===== config.mk =====
export PLATFORM = sky130hd
export DESIGN_NAME = miller_rabin_primality_test_top
export DESIGN_NICKNAME = d
export VERILOG_FILES = /design/src/rtl/core/mrp_pkg.sv /design/src/rtl/core/mrp_modmul.sv /design/src/rtl/core/miller_rabin_primality_test_top.sv
export SDC_FILE = /design/constraint.sdc
export NUM_CORES = 2
export LEC_CHECK = 0
export ABC_AREA = 1
export ABC_CLOCK_PERIOD_IN_PS = 9400
export BUFFER_PORTS_ARGS = -buffer_cell sky130_fd_sc_hd__buf_2
export CAP_MARGIN = 5
export CORE_MARGIN = 4
export CORE_UTILIZATION = 42
export CTS_CLUSTER_DIAMETER = 200
export DETAILED_ROUTE_END_ITERATION = 8
export SLEW_MARGIN = 20
export SYNTH_ARGS = -nofsm -noshare
export SYNTH_HDL_FRONTEND = slang
export SYNTH_SLANG_ARGS = --single-unit
export TNS_END_PERCENT = 50

===== constraint.sdc =====
create_clock -name clk -period 9.4 [get_ports clk]
set_input_delay 1.88 -clock clk [delete_from_list [all_inputs] [get_ports clk]]
set_output_delay 1.88 -clock clk [all_outputs]
set_load 0.01 [all_outputs]

===== src/rtl/core/mrp_pkg.sv =====
// Package with the shared types and constants of the primality tester.
package mrp_pkg;

  // Fixed witness bases: the first ten primes, 2 to 29.
  localparam int BASE_COUNT = 10;
  localparam int BASE_IDX_W = $clog2(BASE_COUNT);

  typedef logic [4:0] base_t;

  localparam base_t TEST_BASES [BASE_COUNT] = '{
    5'd2, 5'd3, 5'd5, 5'd7, 5'd11, 5'd13, 5'd17, 5'd19, 5'd23, 5'd29
  };

  // Sequencer states.
  typedef enum logic [3:0] {
    S_IDLE,
    S_STRIP,
    S_BASE,
    S_REDUCE,
    S_MUL_GO,
    S_MUL_WAIT,
    S_NEXT,
    S_FINISH
  } state_t;

  // Which product the shared multiplier is forming.
  typedef enum logic [1:0] {
    OP_SQ,
    OP_MUL,
    OP_CHAIN
  } op_t;

endpackage


===== src/rtl/core/mrp_modmul.sv =====
// Bit-serial modular multiplier: one multiplier bit per clock, MSB first.
module mrp_modmul import mrp_pkg::*; #(
  parameter int NUMBER_WIDTH = 63
) (
  input  logic                    clk,
  input  logic                    rst_n,
  input  logic                    start,
  input  logic [NUMBER_WIDTH-1:0] x,
  input  logic [NUMBER_WIDTH-1:0] y,
  input  logic [NUMBER_WIDTH-1:0] m,
  output logic                    done,
  output logic [NUMBER_WIDTH-1:0] product
);

  localparam int W  = NUMBER_WIDTH;
  localparam int IW = $clog2(W);
  localparam logic [IW-1:0] TOP_BIT = IW'(W - 1);

  logic          busy_r, busy_nxt;
  logic          done_r, done_nxt;
  logic [IW-1:0] cnt_r, cnt_nxt;
  logic [W-1:0]  acc_r, acc_nxt;
  logic [W-1:0]  x_r, y_r, m_r;
  logic [W:0]    dbl, dred, sum, sred;

  // One Horner step: acc = (2*acc + bit*x) mod m, both reductions by one subtract.
  always_comb begin
    dbl  = {acc_r, 1'b0};
    dred = (dbl >= {1'b0, m_r}) ? dbl - {1'b0, m_r} : dbl;
    sum  = dred + (y_r[cnt_r] ? {1'b0, x_r} : '0);
    sred = (sum >= {1'b0, m_r}) ? sum - {1'b0, m_r} : sum;
  end

  // Step control.
  always_comb begin
    busy_nxt = busy_r;
    done_nxt = 1'b0;
    cnt_nxt  = cnt_r;
    acc_nxt  = acc_r;
    if (start) begin
      busy_nxt = 1'b1;
      cnt_nxt  = TOP_BIT;
      acc_nxt  = '0;
    end else if (busy_r) begin
      acc_nxt = sred[W-1:0];
      if (cnt_r == '0) begin
        busy_nxt = 1'b0;
        done_nxt = 1'b1;
      end else begin
        cnt_nxt = cnt_r - 1'b1;
      end
    end
  end

  // Control registers.
  always_ff @(posedge clk) begin
    if (!rst_n) begin
      busy_r <= 1'b0;
      done_r <= 1'b0;
    end else begin
      busy_r <= busy_nxt;
      done_r <= done_nxt;
    end
  end

  // Operand and accumulator registers.
  always_ff @(posedge clk) begin
    cnt_r <= cnt_nxt;
    acc_r <= acc_nxt;
    if (start) begin
      x_r <= x;
      y_r <= y;
      m_r <= m;
    end
  end

  assign done    = done_r;
  assign product = acc_r;

endmodule


===== src/rtl/core/miller_rabin_primality_test_top.sv =====
// Deterministic Miller-Rabin tester: one candidate word in, one is_prime word out.
// The block takes one word at a time and holds in_stall high until it is done.
// All products go through one bit-serial modular multiplier. With n - 1 = d * 2^s,
// a base costs NUMBER_WIDTH + popcount(d) + s products (squarings from the top
// exponent bit down, one multiply per set bit, then s chain squarings), and
// popcount(d) + s stays at or below NUMBER_WIDTH. A composite usually stops
// after its first base, and a number below 2 goes straight to the finish state.
module miller_rabin_primality_test_top import mrp_pkg::*; #(
  parameter int NUMBER_WIDTH = 63
) (
  input  logic                    clk,
  input  logic                    rst_n,
  input  logic                    in_valid,
  output logic                    in_stall,
  input  logic [NUMBER_WIDTH-1:0] in_number,
  output logic                    out_valid,
  input  logic                    out_stall,
  output logic                    out_is_prime
);

  localparam int W  = NUMBER_WIDTH;
  localparam int IW = $clog2(W);
  localparam logic [IW-1:0] TOP_BIT = IW'(W - 1);
  localparam logic [BASE_IDX_W-1:0] LAST_BASE = BASE_IDX_W'(BASE_COUNT - 1);
  localparam logic [W-1:0] ONE = W'(1);

  state_t state_r, state_nxt;
  op_t    op_r, op_nxt;

  logic [W-1:0]          n_r, n_nxt;
  logic [W-1:0]          nm1_r, nm1_nxt;
  logic [W-1:0]          d_r, d_nxt;
  logic [W-1:0]          a_r, a_nxt;
  logic [W-1:0]          r_r, r_nxt;
  logic [IW-1:0]         s_r, s_nxt;
  logic [IW-1:0]         i_r, i_nxt;
  logic [IW-1:0]         j_r, j_nxt;
  logic [BASE_IDX_W-1:0] k_r, k_nxt;
  logic                  prime_r, prime_nxt;
  logic                  out_valid_r, out_valid_nxt;
  logic                  out_prime_r, out_prime_nxt;

  logic         in_fire;
  logic         out_free;
  logic         mul_start;
  logic         mul_done;
  logic [W-1:0] mul_x, mul_y, mul_p;

  // Shared modular multiplier.
  mrp_modmul #(
    .NUMBER_WIDTH(NUMBER_WIDTH)
  ) u_modmul (
    .clk     (clk),
    .rst_n   (rst_n),
    .start   (mul_start),
    .x       (mul_x),
    .y       (mul_y),
    .m       (n_r),
    .done    (mul_done),
    .product (mul_p)
  );

  assign in_fire  = in_valid && !in_stall;
  assign out_free = !out_valid_r || !out_stall;

  // Operand selection for the multiplier.
  always_comb begin
    case (op_r)
      OP_MUL: begin
        mul_x = a_r;
        mul_y = r_r;
      end
      default: begin
        mul_x = r_r;
        mul_y = r_r;
      end
    endcase
  end

  // Next state.
  always_comb begin
    state_nxt = state_r;
    case (state_r)
      S_IDLE: begin
        if (in_valid) begin
          state_nxt = (in_number < W'(2)) ? S_FINISH : S_STRIP;
        end
      end
      S_STRIP: begin
        if (d_r[0]) state_nxt = S_BASE;
      end
      S_BASE: state_nxt = S_REDUCE;
      S_REDUCE: begin
        if (a_r < n_r) state_nxt = (a_r == '0) ? S_NEXT : S_MUL_GO;
      end
      S_MUL_GO: state_nxt = S_MUL_WAIT;
      S_MUL_WAIT: begin
        if (mul_done) begin
          case (op_r)
            OP_SQ: begin
              if (d_r[i_r] || i_r != '0 || s_r != '0) state_nxt = S_MUL_GO;
              else state_nxt = (mul_p == ONE) ? S_NEXT : S_FINISH;
            end
            OP_MUL: begin
              if (i_r != '0 || s_r != '0) state_nxt = S_MUL_GO;
              else state_nxt = (mul_p == ONE) ? S_NEXT : S_FINISH;
            end
            default: begin
              if (mul_p == ONE && r_r != ONE && r_r != nm1_r) state_nxt = S_FINISH;
              else if (j_r + 1'b1 == s_r) state_nxt = (mul_p == ONE) ? S_NEXT : S_FINISH;
              else state_nxt = S_MUL_GO;
            end
          endcase
        end
      end
      S_NEXT: state_nxt = (k_r == LAST_BASE) ? S_FINISH : S_BASE;
      S_FINISH: begin
        if (out_free) state_nxt = S_IDLE;
      end
      default: state_nxt = S_IDLE;
    endcase
  end

  // Handshake and multiplier control outputs.
  always_comb begin
    in_stall  = 1'b1;
    mul_start = 1'b0;
    case (state_r)
      S_IDLE:   in_stall  = 1'b0;
      S_MUL_GO: mul_start = 1'b1;
      default: begin
        in_stall  = 1'b1;
        mul_start = 1'b0;
      end
    endcase
  end

  // Datapath next values.
  always_comb begin
    n_nxt         = n_r;
    nm1_nxt       = nm1_r;
    d_nxt         = d_r;
    a_nxt         = a_r;
    r_nxt         = r_r;
    s_nxt         = s_r;
    i_nxt         = i_r;
    j_nxt         = j_r;
    k_nxt         = k_r;
    op_nxt        = op_r;
    prime_nxt     = prime_r;
    out_prime_nxt = out_prime_r;
    out_valid_nxt = out_valid_r && out_stall;
    case (state_r)
      S_IDLE: begin
        if (in_fire) begin
          n_nxt     = in_number;
          nm1_nxt   = in_number - ONE;
          d_nxt     = in_number - ONE;
          s_nxt     = '0;
          k_nxt     = '0;
          prime_nxt = 1'b0;
        end
      end
      S_STRIP: begin
        if (!d_r[0]) begin
          d_nxt = d_r >> 1;
          s_nxt = s_r + 1'b1;
        end
      end
      S_BASE: a_nxt = W'(TEST_BASES[k_r]);
      S_REDUCE: begin
        if (a_r >= n_r) begin
          a_nxt = a_r - n_r;
        end else begin
          r_nxt  = ONE;
          i_nxt  = TOP_BIT;
          op_nxt = OP_SQ;
        end
      end
      S_MUL_WAIT: begin
        if (mul_done) begin
          r_nxt = mul_p;
          case (op_r)
            OP_SQ: begin
              if (d_r[i_r]) begin
                op_nxt = OP_MUL;
              end else if (i_r != '0) begin
                i_nxt = i_r - 1'b1;
              end else begin
                j_nxt  = '0;
                op_nxt = OP_CHAIN;
              end
            end
            OP_MUL: begin
              if (i_r != '0) begin
                i_nxt  = i_r - 1'b1;
                op_nxt = OP_SQ;
              end else begin
                j_nxt  = '0;
                op_nxt = OP_CHAIN;
              end
            end
            default: j_nxt = j_r + 1'b1;
          endcase
        end
      end
      S_NEXT: begin
        if (k_r == LAST_BASE) prime_nxt = 1'b1;
        else k_nxt = k_r + 1'b1;
      end
      S_FINISH: begin
        if (out_free) begin
          out_valid_nxt = 1'b1;
          out_prime_nxt = prime_r;
        end
      end
      default: begin
        prime_nxt = prime_r;
      end
    endcase
  end

  // Control registers.
  always_ff @(posedge clk) begin
    if (!rst_n) begin
      state_r     <= S_IDLE;
      out_valid_r <= 1'b0;
    end else begin
      state_r     <= state_nxt;
      out_valid_r <= out_valid_nxt;
    end
  end

  // Payload registers.
  always_ff @(posedge clk) begin
    n_r         <= n_nxt;
    nm1_r       <= nm1_nxt;
    d_r         <= d_nxt;
    a_r         <= a_nxt;
    r_r         <= r_nxt;
    s_r         <= s_nxt;
    i_r         <= i_nxt;
    j_r         <= j_nxt;
    k_r         <= k_nxt;
    op_r        <= op_nxt;
    prime_r     <= prime_nxt;
    out_prime_r <= out_prime_nxt;
  end

  assign out_valid    = out_valid_r;
  assign out_is_prime = out_prime_r;

endmodule


==> flow_summary.json <==
{
  "num_vias": 42600,
  "grt_pass1_vias": 40600,
  "syn_to_final_growth_pct": 9.94,
  "cts_tree": "done",
  "synth_edf_count": 530,
  "routabilityCongestion": 1.00,
  "finClkSkew_ns": 0.0188,
  "ys.flop_type": "edfxtp_1",
  "ant_nets": 0,
  "start_util_pct": 42.3,
  "postCtsHoldBufs": 0,
  "first_iter_violations": 4408,
  "finalHoldViolCount": 0,
  "slew_violations": 0,
  "wl_um": 181000,
  "fin_util_pct": 46.5,
  "critical_path_class": "register to register",
  "vias_per_cell": 5.58,
  "numCtsBuffers": 72,
  "grt-ovfl-total": 0,
  "yosysWarnings": 0,
  "antenna_found_initial": 2,
  "ys_seq_area_share_pct": 38.5,
  "relSlewSlack_pct": 27.7,
  "netlist_area_um2": 45300,
  "synth-async-reset-ratio_pct": 0,
  "dr.pass1.iters": 6,
  "maxCapViolCount": 0,
  "fin_crit_sh_pct": 93.9,
  "grt_pass1_wl_um": 263000,
  "insertion_delay_ns": 0.65,
  "reg2regPathDepth": 39,
  "core_um2": 107000,
  "post-route-min-period_ns": 8.82,
  "final-seq-area_um2": 17400,
  "max_stage_delay_ns": 0.75,
  "status": "completed",
  "dp_hpwl_um": 149000,
  "dieArea_um2": 113000,
  "grt_max_degree": 74,
  "hold_end": "out_is_prime",
  "htreeDepth": 3,
  "post_cts_buffers": 0,
  "setup_viol": 0,
  "crit_top_cell": "nand2_1",
  "wl_per_cell_um": 23.7,
  "max_freq_ghz": 0.113,
  "io_pins": 70,
  "crit_slowest_cell": "dfxtp_2",
  "setup.worst_path.end_class": "register",
  "postSynthCellCount": 6101,
  "reg2reg_slack_ns": 0.58,
  "root_buffer": "clkbuf_16",
  "grtUsageTotal_pct": 31.4,
  "arrival_ns": 9.31,
  "worst_slew_pin_slew_ns": 1.08,
  "rsz0062_at_grt": "no",
  "antenna_cells": 0,
  "multi_input_area_um2": 23600,
  "cts.sinks": 605,
  "cp_data_required_time_ns": 9.89,
  "worst-path-max-fanout": 63,
  "die_x_um": 336,
  "syn-num-nets": 6436,
  "fillers": 10900,
  "holdPathStages": 0,
  "final_nets": 6517,
  "synth_seq_cells": 605,
  "synthDistinctLibCells": 62,
  "drive_gt1_share_pct": 5.59,
  "die_h_um": 336,
  "critPathLaunchType": "register",
  "hold_path_class": "register to register",
  "min-delay-start": "prime_r",
  "cts_buffer_depth": 3,
  "reg2reg_from": "u_modmul.cnt_r[0]",
  "port_buffers": 69,
  "syn_area_per_cell_um2": 7.42,
  "drc": 0,
  "fin_setup_tns_ns": 0,
  "r2r-end": "u_modmul.product[2]",
  "rows": 120,
  "clk_pin_slew_ns": 0.06
}
==> synth_stat cells, types with 4 or more instances <==
library cell   number  area (um2)
xnor2_1            98         858
buf_6               5        56.3
nor2_1            851        3190
a31oi_1            41         257
nand3b_1            9        67.6
nand2_2            17         106
clkbuf_1           79         297
nand3_2            11         110
a21boi_0           15         113
nand4_1            61         382
buf_1               6        22.5
o211ai_1           20         150
a211oi_1            7        52.6
and3_1              9        56.3
nand3_1           301        1510
nor2_2              7        43.8
dfxtp_1            75        1500
inv_2              13        48.8
nand2_1          1181        4430
buf_2              18        90.1
a22o_1             42         368
nor3_1             70         350
dlygate4sd1_1       4        35.0
fa_1                4        80.1
buf_4               6        45.0
nor4_1             80         500
a21oi_1           503        2520
or2_2              23         144
a21o_1             28         210
inv_1             979        3670
o21bai_1           34         255
ha_1              264        3300
o22ai_1            35         219
o21a_1             33         248
edfxtp_1          530       15900
xor2_1            172        1510
o221ai_1            9        78.8
o21ai_1             5        25.0
a21oi_2            10        87.6
o21ai_0           408        2040
==> worst max path at each step <==
| stage | from | end | slack [ns] | depth (start not counted) |
|---|---|---|---|---|
| after floorplan | in_valid | d_r[10] | 1.86 | 4 |
| after global placement | u_modmul.cnt_r[0] | u_modmul.product[6] | -0.07 | 39 |
| after detailed placement | u_modmul.cnt_r[0] | u_modmul.product[0] | -0.03 | 39 |
| after CTS | u_modmul.cnt_r[1] | u_modmul.product[2] | 0.02 | 38 |
| after global routing | u_modmul.cnt_r[0] | u_modmul.product[10] | 0.08 | 40 |
| final | u_modmul.cnt_r[0] | u_modmul.product[2] | 0.58 | 39 |
==> worst max-delay path: cells and delay by family (launching register included) <==
family	cells	cell delay, ns
buffers and inverters	6	1.88
AND/OR/NAND/NOR	20	2.24
flip-flops	1	0.75
AO/OA/AOI/OAI	10	2.60
adder cells (fa/ha/maj)	2	0.76
XOR/XNOR	1	0.31
==> layout make-up <==
cell class              count  share of cell area (%)
multi-input cells        4381                    47.4
repair buffers            127                    1.59
clock buffers              84                    3.86
well taps                1403                    3.53
flip-flops and latches    605                    35.0
inverters                 995                    7.50
clock inverters            46                    1.09
==> through the flow <==
stage | cell area (um2) | worst slack (ns) | instances | hold slack, ns
floorplan | 45300 | 1.86 | 6101 | 0.400
global placement | 47300 | -0.0682 | 7510 | 0.414
detailed placement | 47300 | -0.0299 | 7511 | 0.411
CTS | 49800 | 0.0180 | 7641 | 0.424
global route | 49800 | 0.0819 | 7641 | 0.425
finish | 49800 | 0.578 | 7641 | 0.422
==> per-layer routing <==
layer	GRT usage [%]	vias up	part of all wire (%)
met5	0	-	0
met4	11.9	0	4.1
met3	3.67	302	6.8
met2	49.7	1748	44
met1	44.1	20100	45
li1	-	20500	-
==> logic make-up (layout without fill, tap and decap cells) <==
kind of cell,after synthesis,after routing,synth area share (%)
and+or+nand+nor,2630,2630,24.3
buffers and inverters,1115,1252,9.50
DFF,605,605,38.5
xor gates and xnor gates,270,270,5.22
AOI/OAI and AO/OA,1213,1213,15.1
adders and majority gates,268,268,7.47
==> flip-flops by register name (all words and copies together) (netlist names), 6 cells and up <==
| signal | flops |
|---|---|
| d_r | 63 |
| j_r | 6 |
| u_modmul.cnt_r | 6 |
| i_r | 6 |
| s_r | 6 |
| n_r | 63 |
| nm1_r | 63 |
| a_r | 63 |
| mul_y | 63 |
| u_modmul.m_r | 63 |
| u_modmul.y_r | 63 |
| u_modmul.product | 63 |
| u_modmul.x_r | 63 |
==> timing repair <==
item | CTS | global route
endpoints found under the setup margin | 13 | 63
gates cloned | 0 | 0
gates resized for setup | 1 | 2
==> layout by cell type, fill, tap and decap left out, types with 69 or more instances in the layout <==
cell	netlist	routed
xor2_1	172	172
nor4_1	80	79
nor3_1	70	69
inv_1	979	976
ha_1	264	264
nor2_1	851	847
xnor2_1	98	98
dfxtp_1	75	72
nand3_1	301	301
a21oi_1	503	503
o21ai_0	408	407
buf_2	18	70
nand2_1	1181	1180
clkbuf_16	0	75
edfxtp_1	530	530
Power is not shown: default switching activity piles up to over one toggle a cycle in this logic, so the estimate is an artifact.
